[src/rtl/escdec_pkg.sv]
`timescale 1ns / 1ps
`default_nettype none
// ----------------------------------------------------------------------------
// Escaped ASCII decoder package
// Shared types and character constants for the escaped ASCII to UTF-16
// decoder: decode modes, status codes and the state and result records.
// ----------------------------------------------------------------------------
package escdec_pkg;

   localparam int BYTE_WIDTH = 8;
   localparam int UNIT_WIDTH = 16;

   // characters that steer the decoder
   localparam logic [BYTE_WIDTH-1:0] CHAR_BACKSLASH = 8'h5C;
   localparam logic [BYTE_WIDTH-1:0] CHAR_UPPER_U   = 8'h55;
   localparam logic [BYTE_WIDTH-1:0] CHAR_LOWER_U   = 8'h75;
   localparam logic [BYTE_WIDTH-1:0] CHAR_DIGIT_0   = 8'h30;
   localparam logic [BYTE_WIDTH-1:0] CHAR_DIGIT_9   = 8'h39;
   localparam logic [BYTE_WIDTH-1:0] CHAR_UPPER_A   = 8'h41;
   localparam logic [BYTE_WIDTH-1:0] CHAR_UPPER_F   = 8'h46;
   localparam logic [BYTE_WIDTH-1:0] CHAR_LOWER_A   = 8'h61;
   localparam logic [BYTE_WIDTH-1:0] CASE_OFFSET    = 8'h20;
   // hex letter value is its low nibble plus this (A is 0x41, value 10)
   localparam logic [3:0]            HEX_LETTER_ADJ = 4'd9;

   // decode mode, also the state of the escape sequencer
   typedef enum logic [3:0] {
      MODE_PLAIN     = 4'd0,
      MODE_BACKSLASH = 4'd1,
      MODE_HEX_1     = 4'd2,
      MODE_HEX_2     = 4'd3,
      MODE_HEX_3     = 4'd4,
      MODE_HEX_4     = 4'd5,
      MODE_OCT_2     = 4'd7,
      MODE_OCT_3     = 4'd8,
      MODE_ERROR     = 4'd15
   } mode_type;

   // per-request stream status
   typedef enum logic [1:0] {
      STATUS_RUNNING       = 2'd0,
      STATUS_ERROR_SEEN    = 2'd1,
      STATUS_ENDED_VALID   = 2'd2,
      STATUS_ENDED_INVALID = 2'd3
   } status_type;

   typedef struct packed {
      mode_type              mode;
      logic [UNIT_WIDTH-1:0] partial_value;
   } state_type;

   typedef struct packed {
      logic [UNIT_WIDTH-1:0] code_unit;
      logic                  unit_valid;
      status_type            status;
   } result_type;

endpackage
`default_nettype wire

[src/rtl/escdec_req_if.sv]
`timescale 1ns / 1ps
`default_nettype none
// ----------------------------------------------------------------------------
// Escaped ASCII decoder request channel
// Valid/ready channel carrying one raw byte of the escaped stream.
// ----------------------------------------------------------------------------
interface escdec_req_if;
   logic                                valid;
   logic                                ready;
   logic [escdec_pkg::BYTE_WIDTH-1:0]   byte_in;
   logic                                last;

   modport source (output valid, output byte_in, output last, input ready);
   modport sink   (input valid, input byte_in, input last, output ready);
endinterface
`default_nettype wire

[src/rtl/escdec_rsp_if.sv]
`timescale 1ns / 1ps
`default_nettype none
// ----------------------------------------------------------------------------
// Escaped ASCII decoder response channel
// Valid/ready channel carrying one decoded code unit and the stream status.
// ----------------------------------------------------------------------------
interface escdec_rsp_if;
   logic                                valid;
   logic                                ready;
   logic [escdec_pkg::UNIT_WIDTH-1:0]   code_unit;
   logic                                unit_valid;
   logic [1:0]                          status;

   modport source (output valid, output code_unit, output unit_valid, output status,
                   input ready);
   modport sink   (input valid, input code_unit, input unit_valid, input status,
                   output ready);
endinterface
`default_nettype wire

[src/rtl/escdec_step.sv]
`timescale 1ns / 1ps
`default_nettype none
// ----------------------------------------------------------------------------
// Escaped ASCII decoder step
// Combinational decode of one byte: next mode and partial value, the
// finished code unit and the stream status.
// ----------------------------------------------------------------------------
module escdec_step (
   input  wire escdec_pkg::state_type            state_cur,
   input  wire logic [escdec_pkg::BYTE_WIDTH-1:0] byte_in,
   input  wire logic                             last,
   output escdec_pkg::state_type                 state_next,
   output escdec_pkg::result_type                result
);

   logic                                 is_digit;
   logic [escdec_pkg::BYTE_WIDTH-1:0]    upper_byte;
   logic                                 is_hex_letter;
   logic                                 is_hex;
   logic [3:0]                           hex_value;
   logic [escdec_pkg::UNIT_WIDTH-1:0]    hex_merged;
   logic [escdec_pkg::UNIT_WIDTH-1:0]    oct_merged;
   logic                                 emit;

   // digit classification, letters folded to upper case
   always_comb begin
      is_digit      = (byte_in >= escdec_pkg::CHAR_DIGIT_0) &&
                      (byte_in <= escdec_pkg::CHAR_DIGIT_9);
      upper_byte    = (byte_in >= escdec_pkg::CHAR_LOWER_A) ?
                      (byte_in - escdec_pkg::CASE_OFFSET) : byte_in;
      is_hex_letter = (upper_byte >= escdec_pkg::CHAR_UPPER_A) &&
                      (upper_byte <= escdec_pkg::CHAR_UPPER_F);
      is_hex        = is_digit || is_hex_letter;
      hex_value     = is_digit ? byte_in[3:0] : (upper_byte[3:0] + escdec_pkg::HEX_LETTER_ADJ);
      hex_merged    = {state_cur.partial_value[escdec_pkg::UNIT_WIDTH-5:0], hex_value};
      // octal digits are or-ed in, so 8 and 9 bleed into the upper bit
      oct_merged    = {state_cur.partial_value[escdec_pkg::UNIT_WIDTH-4:0], 3'b000} |
                      {{(escdec_pkg::UNIT_WIDTH-4){1'b0}}, byte_in[3:0]};
   end

   // next mode and partial value
   always_comb begin
      state_next = state_cur;
      unique case (state_cur.mode)
         escdec_pkg::MODE_PLAIN: begin
            if (byte_in == escdec_pkg::CHAR_BACKSLASH) begin
               state_next.mode = escdec_pkg::MODE_BACKSLASH;
            end else if (!byte_in[escdec_pkg::BYTE_WIDTH-1]) begin
               state_next.partial_value = {{(escdec_pkg::UNIT_WIDTH-escdec_pkg::BYTE_WIDTH){1'b0}},
                                           byte_in};
            end else begin
               state_next.mode = escdec_pkg::MODE_ERROR;
            end
         end
         escdec_pkg::MODE_BACKSLASH: begin
            if (byte_in == escdec_pkg::CHAR_UPPER_U || byte_in == escdec_pkg::CHAR_LOWER_U) begin
               state_next.mode          = escdec_pkg::MODE_HEX_1;
               state_next.partial_value = '0;
            end else if (is_digit) begin
               state_next.mode          = escdec_pkg::MODE_OCT_2;
               state_next.partial_value = {{(escdec_pkg::UNIT_WIDTH-4){1'b0}}, byte_in[3:0]};
            end else if (byte_in == escdec_pkg::CHAR_BACKSLASH) begin
               state_next.mode          = escdec_pkg::MODE_PLAIN;
               state_next.partial_value = {{(escdec_pkg::UNIT_WIDTH-escdec_pkg::BYTE_WIDTH){1'b0}},
                                           byte_in};
            end else begin
               state_next.mode = escdec_pkg::MODE_ERROR;
            end
         end
         escdec_pkg::MODE_HEX_1, escdec_pkg::MODE_HEX_2,
         escdec_pkg::MODE_HEX_3, escdec_pkg::MODE_HEX_4: begin
            if (is_hex) begin
               state_next.partial_value = hex_merged;
               unique case (state_cur.mode)
                  escdec_pkg::MODE_HEX_1: state_next.mode = escdec_pkg::MODE_HEX_2;
                  escdec_pkg::MODE_HEX_2: state_next.mode = escdec_pkg::MODE_HEX_3;
                  escdec_pkg::MODE_HEX_3: state_next.mode = escdec_pkg::MODE_HEX_4;
                  default:                state_next.mode = escdec_pkg::MODE_PLAIN;
               endcase
            end else begin
               state_next.mode = escdec_pkg::MODE_ERROR;
            end
         end
         escdec_pkg::MODE_OCT_2, escdec_pkg::MODE_OCT_3: begin
            if (is_digit) begin
               state_next.partial_value = oct_merged;
               state_next.mode = (state_cur.mode == escdec_pkg::MODE_OCT_2) ?
                                 escdec_pkg::MODE_OCT_3 : escdec_pkg::MODE_PLAIN;
            end else begin
               state_next.mode = escdec_pkg::MODE_ERROR;
            end
         end
         default: begin
            state_next.mode = escdec_pkg::MODE_ERROR;
         end
      endcase
   end

   // code unit and status
   always_comb begin
      emit = (state_cur.mode != escdec_pkg::MODE_ERROR) &&
             (state_next.mode == escdec_pkg::MODE_PLAIN);
      result.unit_valid = emit;
      result.code_unit  = emit ? state_next.partial_value : '0;
      if (last) begin
         result.status = (state_next.mode == escdec_pkg::MODE_PLAIN) ?
                         escdec_pkg::STATUS_ENDED_VALID : escdec_pkg::STATUS_ENDED_INVALID;
      end else begin
         result.status = (state_next.mode == escdec_pkg::MODE_ERROR) ?
                         escdec_pkg::STATUS_ERROR_SEEN : escdec_pkg::STATUS_RUNNING;
      end
   end

endmodule
`default_nettype wire

[src/rtl/escaped_ascii_to_utf16_decoder.sv]
`timescale 1ns / 1ps
`default_nettype none
// The response to an accepted request is held in the output register.
// Throughput: one request per cycle while responses are taken; the decode of a byte is one pass of the step logic.
// The request side stays ready while the response register is empty or being taken.
// Reset (synchronous): plain mode, zero partial value, no response pending.
// ----------------------------------------------------------------------------
// Escaped ASCII to UTF-16 decoder
// Decodes backslash, hex and octal escapes byte by byte into 16-bit code
// units, with a sticky error and an end-of-stream status.
// ----------------------------------------------------------------------------
module escaped_ascii_to_utf16_decoder (
   input  wire logic          clock,
   input  wire logic          reset,
   escdec_req_if.sink         req_ch,
   escdec_rsp_if.source       rsp_ch
);

   escdec_pkg::state_type     state_ff;
   escdec_pkg::state_type     state_in;
   escdec_pkg::state_type     step_state;
   escdec_pkg::result_type    step_result;
   escdec_pkg::result_type    result_ff;
   logic                      rsp_valid_ff;
   logic                      rsp_valid_in;
   logic                      req_accept;

   // request handshake: take a byte whenever the output register frees up
   assign req_ch.ready = !rsp_valid_ff || rsp_ch.ready;
   assign req_accept   = req_ch.valid && req_ch.ready;

   escdec_step u_step (
      .state_cur  (state_ff),
      .byte_in    (req_ch.byte_in),
      .last       (req_ch.last),
      .state_next (step_state),
      .result     (step_result)
   );

   // next decoder state, cleared at the end of a stream
   always_comb begin
      state_in = state_ff;
      if (req_accept) begin
         if (req_ch.last) begin
            state_in.mode          = escdec_pkg::MODE_PLAIN;
            state_in.partial_value = '0;
         end else begin
            state_in = step_state;
         end
      end
   end

   // response valid
   always_comb begin
      rsp_valid_in = rsp_valid_ff;
      if (req_accept) begin
         rsp_valid_in = 1'b1;
      end else if (rsp_ch.ready) begin
         rsp_valid_in = 1'b0;
      end
   end

   // control state
   always_ff @(posedge clock) begin
      if (reset) begin
         state_ff.mode          <= escdec_pkg::MODE_PLAIN;
         state_ff.partial_value <= '0;
         rsp_valid_ff           <= 1'b0;
      end else begin
         state_ff     <= state_in;
         rsp_valid_ff <= rsp_valid_in;
      end
   end

   // response payload
   always_ff @(posedge clock) begin
      if (req_accept) begin
         result_ff <= step_result;
      end
   end

   assign rsp_ch.valid      = rsp_valid_ff;
   assign rsp_ch.code_unit  = result_ff.code_unit;
   assign rsp_ch.unit_valid = result_ff.unit_valid;
   assign rsp_ch.status     = result_ff.status;

endmodule
`default_nettype wire

[src/flat_wrapper.sv]
// flat-port wrapper written by rule: the top's interface ports become plain ports
module escaped_ascii_to_utf16_decoder_flat 
  (clock, reset, req_ch_valid, req_ch_byte_in, req_ch_last, req_ch_ready, rsp_ch_valid, rsp_ch_code_unit, rsp_ch_unit_valid, rsp_ch_status, rsp_ch_ready);
  escdec_req_if req_ch_i ();
  escdec_rsp_if rsp_ch_i ();
  input  wire logic clock;
  input  wire logic reset;
  input wire logic [$bits(req_ch_i.valid)-1:0] req_ch_valid;
  input wire logic [$bits(req_ch_i.byte_in)-1:0] req_ch_byte_in;
  input wire logic [$bits(req_ch_i.last)-1:0] req_ch_last;
  output wire logic [$bits(req_ch_i.ready)-1:0] req_ch_ready;
  output wire logic [$bits(rsp_ch_i.valid)-1:0] rsp_ch_valid;
  output wire logic [$bits(rsp_ch_i.code_unit)-1:0] rsp_ch_code_unit;
  output wire logic [$bits(rsp_ch_i.unit_valid)-1:0] rsp_ch_unit_valid;
  output wire logic [$bits(rsp_ch_i.status)-1:0] rsp_ch_status;
  input wire logic [$bits(rsp_ch_i.ready)-1:0] rsp_ch_ready;
  assign req_ch_i.valid = req_ch_valid;
  assign req_ch_i.byte_in = req_ch_byte_in;
  assign req_ch_i.last = req_ch_last;
  assign req_ch_ready = req_ch_i.ready;
  assign rsp_ch_valid = rsp_ch_i.valid;
  assign rsp_ch_code_unit = rsp_ch_i.code_unit;
  assign rsp_ch_unit_valid = rsp_ch_i.unit_valid;
  assign rsp_ch_status = rsp_ch_i.status;
  assign rsp_ch_i.ready = rsp_ch_ready;
  escaped_ascii_to_utf16_decoder u_core (.clock(clock), .reset(reset), .req_ch(req_ch_i), .rsp_ch(rsp_ch_i));
endmodule
[config.mk]
export PLATFORM = sky130hd
export DESIGN_NAME = escaped_ascii_to_utf16_decoder_flat
export DESIGN_NICKNAME = d
export VERILOG_FILES = /design/src/rtl/escdec_pkg.sv /design/src/rtl/escdec_req_if.sv /design/src/rtl/escdec_rsp_if.sv /design/src/rtl/escdec_step.sv /design/src/rtl/escaped_ascii_to_utf16_decoder.sv /design/src/flat_wrapper.sv
export SDC_FILE = /design/constraint.sdc
export NUM_CORES = 1
export LEC_CHECK = 0
export CORE_ASPECT_RATIO = 0.8
export CORE_MARGIN = 2
export CORE_UTILIZATION = 65
export CTS_CLUSTER_DIAMETER = 30
export DETAILED_ROUTE_END_ITERATION = 12
export DONT_BUFFER_PORTS = 1
export HOLD_SLACK_MARGIN = 0.12
export PLACE_DENSITY = 0.93
export REMOVE_ABC_BUFFERS = 1
export SLEW_MARGIN = 40
export SYNTH_ARGS = -nofsm -noshare
export SYNTH_HDL_FRONTEND = slang
export SYNTH_SLANG_ARGS = --single-unit
export TNS_END_PERCENT = 50
[constraint.sdc]
create_clock -name clock -period 5.6 [get_ports clock]
set_input_delay 1.68 -clock clock [delete_from_list [all_inputs] [get_ports clock]]
set_output_delay 1.68 -clock clock [all_outputs]
set_load 0.02 [all_outputs]
==> results.sh, run 1 <==
export IMPL_status="finished, final reports clean"
export IMPL_fin_nets=274
export IMPL_layout_worst_path_cycle_share=0.666
export IMPL_initialDrtViolationCount=184
export IMPL_drt_pre_antenna_iters=5
export IMPL_yosys_warnings=0
export IMPL_globalRouteMet3Util=0.0935
export IMPL_grtUsageMet1=0.362
export IMPL_initial_utilization=0.666
export IMPL_n_fill_cell=267
export IMPL_fin_skew_ns=0.00536
export IMPL_grt_pass1_wl_microns=9070
export IMPL_track_usage=0.271
export IMPL_place_ws_ns=1.59
export IMPL_layout_cells_non_filler=300
export IMPL_syn_area_sq_um=2480
export IMPL_die_w_microns=73.1
export IMPL_leakage_nw=0.836
export IMPL_worstHoldPathType="reg -> reg"
export IMPL_timing_setup_critical_path_class="in -> reg"
export IMPL_wl_microns=5450
export IMPL_synthFlopType="dfxtp_1"
export IMPL_cts_max_path_buffers=2
export IMPL_cp_cell_sequence="inv_1 > ha_1 > a211o_1 > o31a_2 > o32ai_4 > nand2_2 > a21o_1 > o2bb2ai_1"
export IMPL_dp_cells=292
export IMPL_worst_slack_ns=1.87
export IMPL_yosysTopAreaCell="edfxtp_1"
export IMPL_top_usage_layer="met2"
export IMPL_use_met2=0.422
export IMPL_synth_top_cell_area_share=0.230
export IMPL_n_antenna_cell=0
export IMPL_grt_setup_unrepaired="false"
export IMPL_relSlewSlack=0.480
export IMPL_wl_per_cell_microns=18.2
export IMPL_drv_cap=0
export IMPL_row_count=20
export IMPL_hold_slack_ns=0.475
export IMPL_cts_setup_buffers=0
export IMPL_syn_avg_cell_area_sq_um=9.48
export IMPL_grt_max_degree=21
export IMPL_post_synth_num_cell_types=70
export IMPL_drv_slew=0
export IMPL_vias=2049
export IMPL_hold_violations=0
export IMPL_power_density_nw_per_um2=280
export IMPL_fin_tns_setup_ns=0
export IMPL_async_flop_share=0
export IMPL_finalSetupViolCount=0
export IMPL_place_congestion=0.931
export IMPL_ioPinCount=34
export IMPL_ir_drop_mv=0.168
export IMPL_end_kind="flop"
export IMPL_ctsHoldBuffers=0
export IMPL_post_cts_resize_count=0
export IMPL_drive_gt1_frac=0.148
export IMPL_worst_pin_slew_ns=0.779
export IMPL_grt_pass1_vias=1917
export IMPL_path_clk_slew_ns=0.08
export IMPL_crit_path_top_delay_cell="o31a_2"
export IMPL_cts_htree_levels=2
export IMPL_ys_ff_latch=40
export IMPL_yosysMostFrequentCell="nand2_1"
export IMPL_antenna_found_initial=0
export IMPL_die_area_sq_um=4340
export IMPL_vias_per_cell=6.83
export IMPL_worstPathArrival_ns=3.89
export IMPL_clock_sinks=40
export IMPL_crit_fanout=13
export IMPL_insertion_delay_ns=0.29
export IMPL_numCtsBuffers=5
export IMPL_portBuffers=0
export IMPL_flow_area_growth_from_synthesis_pct=2.82
export IMPL_yosysSeqAreaShare=0.399
export IMPL_max_stage_delay_ns=0.40
export IMPL_die_height_microns=59.3
export IMPL_post_dp_hpwl_microns=3810
export IMPL_fin_crit_ns=3.73
export IMPL_postSynthCellCount=262
export IMPL_cts_root_buffer="clkbuf_8"
export IMPL_ant_nets=0
export IMPL_yosys_top_cells_area="edfxtp_1 (23%), dfxtp_1 (17%), o2bb2ai_1 (5.3%), nand2_1 (4.4%), a21oi_1 (3.2%)"
export IMPL_core_area_sq_um=3730
export IMPL_grt_ovfl_total=0
export IMPL_cts_tree="yes"
export IMPL_fmax_mhz=268
export IMPL_synth_common_cells="nand2_1 (29), dfxtp_1 (21), edfxtp_1 (19)"
export IMPL_synth_edf_count=19
export IMPL_required_ns=5.76
export IMPL_start_kind="input port"
export IMPL_drcViolationCount=0
layout make-up:
type                            instances  area [sq um]  share of cell area
Inverter                               12          45.0              0.0176
Timing Repair Buffer                    1          7.51             0.00294
Sequential cell                        40           991               0.388
Multi-Input combinational cell        195          1350               0.526
Clock buffer                            5          68.8              0.0269
Tap cell                               44          55.1              0.0215
Clock inverter                          3          42.5              0.0167
metrics by stage:
stage / power (mW) / utilization / cell area, sq um
detailed placement: 0.488 / 0.655 / 2440
global placement: 0.483 / 0.655 / 2440
CTS: 0.714 / 0.685 / 2550
global route: 0.741 / 0.685 / 2550
floorplan: 0.455 / - / 2380
finish: 0.715 / 0.685 / 2550
flip-flops by register name, indices dropped and copies added (netlist names):
| name | count |
|---|---|
| u_core.state_ff | 20 |
| u_core.rsp_ch.code_unit | 16 |
| u_core.rsp_ch.status | 2 |
| u_core.rsp_ch.unit_valid | 1 |
| u_core.rsp_ch.valid | 1 |
power by group:
| group | leakage, nW | internal (mW) | total [mW] | switching [mW] |
|---|---|---|---|---|
| clock | 0.0541 | 0.132 | 0.232 | 0.0997 |
| combinational | 0.420 | 0.0476 | 0.134 | 0.0860 |
| sequential | 0.361 | 0.323 | 0.350 | 0.0276 |
| total | 0.836 | 0.502 | 0.715 | 0.213 |
placed cells by master, fill, tap and decap left out, drive strengths merged, types with 3 or more instances in the layout:
cell and n:
nand2 30, a21oi 23, dfxtp 21, edfxtp 19, nor2 19, o2bb2ai 15
o21ai 15, inv 12, a22oi 10, nor3 8, ha 6, clkbuf 5
a31oi 4, nand3 4, or3 4, nor4 4, nand3b 3, o21a 3
and2 3, mux2i 3, o311ai 3
routing by layer:
metal / vias up / wire [microns] / share of wire
li1: 971 / - / -
met1: 960 / 2400 / 0.44
met2: 105 / 2460 / 0.45
met3: 13 / 490 / 0.090
met4: 0 / 94 / 0.017
met5: - / 0 / 0
cells by family after synthesis:
kind of cell | count (synthesis) | share of synthesized area
xor gates and xnor gates | 2 | 0.00705
buffers and inverters | 27 | 0.0599
adders and majority gates | 6 | 0.0302
DFF | 40 | 0.399
AOI/OAI and AO/OA | 96 | 0.301
muxes | 3 | 0.0136
and+or+nand+nor | 88 | 0.190
final timing paths:
kind / startpoint / to / slack [ns] / cells past startpoint
max: req_ch_byte_in[5] / u_core.state_ff[15]$_SDFFE_PP0P_ / 1.87 / 8
min: u_core.state_ff[13]$_SDFFE_PP0P_ / u_core.state_ff[13]$_SDFFE_PP0P_ / 0.47 / 1
max reg2reg: u_core.rsp_ch.valid$_SDFFE_PP0P_ / u_core.state_ff[15]$_SDFFE_PP0P_ / 3.09 / 6
min reg2reg: u_core.state_ff[13]$_SDFFE_PP0P_ / u_core.state_ff[13]$_SDFFE_PP0P_ / 0.47 / 1
critical path, delay by kind of cell:
family | cells | cell delay [ns]
compound gates | 5 | 1.63
fa+ha+maj | 1 | 0.29
simple gates | 1 | 0.24
buf+inv | 1 | 0.04
No activity file was read; power rests on OpenSTA's default activity.
==> run 2: changes to the inputs <==
Settings changed: CORE_UTILIZATION 65 to 57, PLACE_DENSITY 0.93 to 0.87.
Clock period 5.6 ns to 3.2 ns, I/O delays scaled along.
==> results.sh, run 2 (same netlist as run 1, synthesis figures left out) <==
export IMPL_status="finished, final reports clean"
export IMPL_cts_tree="yes"
export IMPL_insertion_delay_ns=0.29
export IMPL_row_count=21
export IMPL_die_w_microns=77.8
export IMPL_crit_family="compound AO/OA/AOI/OAI gates"
export IMPL_crit_path_top_delay_cell="nor4b_1"
export IMPL_start_kind="input port"
export IMPL_grt_pass1_wl_microns=8870
export IMPL_hold_violations=0
export IMPL_fin_crit_ns=2.96
export IMPL_vias=2007
export IMPL_layout_worst_path_cycle_share=0.925
export IMPL_fin_tns_setup_ns=0
export IMPL_n_antenna_cell=0
export IMPL_worst_slack_ns=0.239
export IMPL_path_clk_slew_ns=0.07
export IMPL_initialDrtViolationCount=177
export IMPL_cp_cell_sequence="inv_1 > ha_1 > a211o_1 > o31a_2 > o21ai_1 > a31oi_1 > nor4b_1 > nor2_1"
export IMPL_ioPinCount=34
export IMPL_fin_nets=277
export IMPL_vias_per_cell=6.35
export IMPL_drcViolationCount=0
export IMPL_wl_microns=5390
export IMPL_largest_register_ffs=20
export IMPL_r2r_setup_slack_ns=0.75
export IMPL_wl_per_cell_microns=17.1
export IMPL_worstPathArrival_ns=2.99
export IMPL_max_stage_delay_ns=0.52
export IMPL_layout_cells_non_filler=316
export IMPL_largest_register="u_core.state_ff"
export IMPL_clock_sinks=40
export IMPL_layout_commonest_cell="nand2_1"
export IMPL_place_ws_ns=-0.0125
export IMPL_cts_root_buffer="clkbuf_8"
export IMPL_die_height_microns=63.1
export IMPL_ir_drop_mv=0.390
export IMPL_leakage_nw=0.848
export IMPL_path_buf_inv=1
export IMPL_crit_fanout=5
export IMPL_relSlewSlack=0.586
export IMPL_core_area_sq_um=4180
export IMPL_final_core_utilization=0.619
export IMPL_place_area_sq_um=2490
export IMPL_worst_pin_slew_ns=0.613
export IMPL_flow_area_growth_from_synthesis_pct=4.03
export IMPL_grt_setup_unrepaired="false"
export IMPL_antenna_found_initial=0
export IMPL_drv_slew=0
export IMPL_power_density_nw_per_um2=462
export IMPL_post_dp_hpwl_microns=3830
export IMPL_drive_gt1_frac=0.151
export IMPL_fmax_mhz=338
export IMPL_finalSetupViolCount=0
export IMPL_final_cell_mix="nand2_1 (29), dfxtp_1 (21), edfxtp_1 (19)"
export IMPL_cts_max_path_buffers=2
export IMPL_numCtsBuffers=5
export IMPL_ctsHoldBuffers=0
export IMPL_fin_skew_ns=0.00677
export IMPL_grt_pass1_vias=1820
export IMPL_post_cts_resize_count=0
export IMPL_required_ns=3.23
export IMPL_hold_slack_ns=0.463
export IMPL_portBuffers=0
export IMPL_ant_nets=0
export IMPL_initial_utilization=0.595
export IMPL_finish_instance_area_sq_um=2580
export IMPL_grt_max_degree=20
export IMPL_timing_setup_critical_path_class="in -> reg"
export IMPL_cts_htree_levels=2
export IMPL_dp_cells=308
export IMPL_worstHoldPathType="reg -> reg"
export IMPL_track_usage=0.229
export IMPL_power_total_mw=1.19
export IMPL_place_congestion=0.959
export IMPL_drt_pre_antenna_iters=4
export IMPL_die_area_sq_um=4910
export IMPL_cts_setup_buffers=0
export IMPL_end_kind="flop"
export IMPL_drv_cap=0
export IMPL_grt_ovfl_total=0
[run 2: power breakdown]
part	internal [mW]	leakage, nW	switching (mW)
Clock	0.173	0.0459	0.163
Combinational	0.0966	0.441	0.150
Sequential	0.565	0.361	0.0481
Total	0.834	0.848	0.361
[run 2: worst paths after layout]
kind	startpoint	end	depth (start not counted)
worst min-delay path	u_core.state_ff[14]$_SDFFE_PP0P_	u_core.state_ff[14]$_SDFFE_PP0P_	1
worst min register to register	u_core.state_ff[14]$_SDFFE_PP0P_	u_core.state_ff[14]$_SDFFE_PP0P_	1
worst max-delay path	req_ch_byte_in[5]	u_core.rsp_ch.code_unit[3]$_SDFFCE_PN0P_	8
worst max register to register	u_core.state_ff[19]$_SDFFE_PP0P_	u_core.rsp_ch.code_unit[3]$_SDFFCE_PN0P_	6
[run 2: worst reg2reg max path, delay by kind of cell, from the launching register on]
family | cells | cell delay, ns
and+or+nand+nor | 3 | 0.87
AOI/OAI and AO/OA | 3 | 0.68
DFF | 1 | 0.66
[run 2: area by class of cell]
type	instances	area [sq um]
clock buffer	7	86.3
clock inverter	1	3.75
fill	325	1590
inverter	12	45.0
multi-input combinational	195	1350
sequential	40	991
tap	57	71.3
timing repair buffer	4	42.5
[run 2: per-layer routing]
metal	global-route usage	vias to the layer above	wire, microns
li1	-	979	-
met5	0	-	0
met2	0.346	67	2470
met4	0.0446	0	41
met3	0.0559	8	345
met1	0.335	953	2530
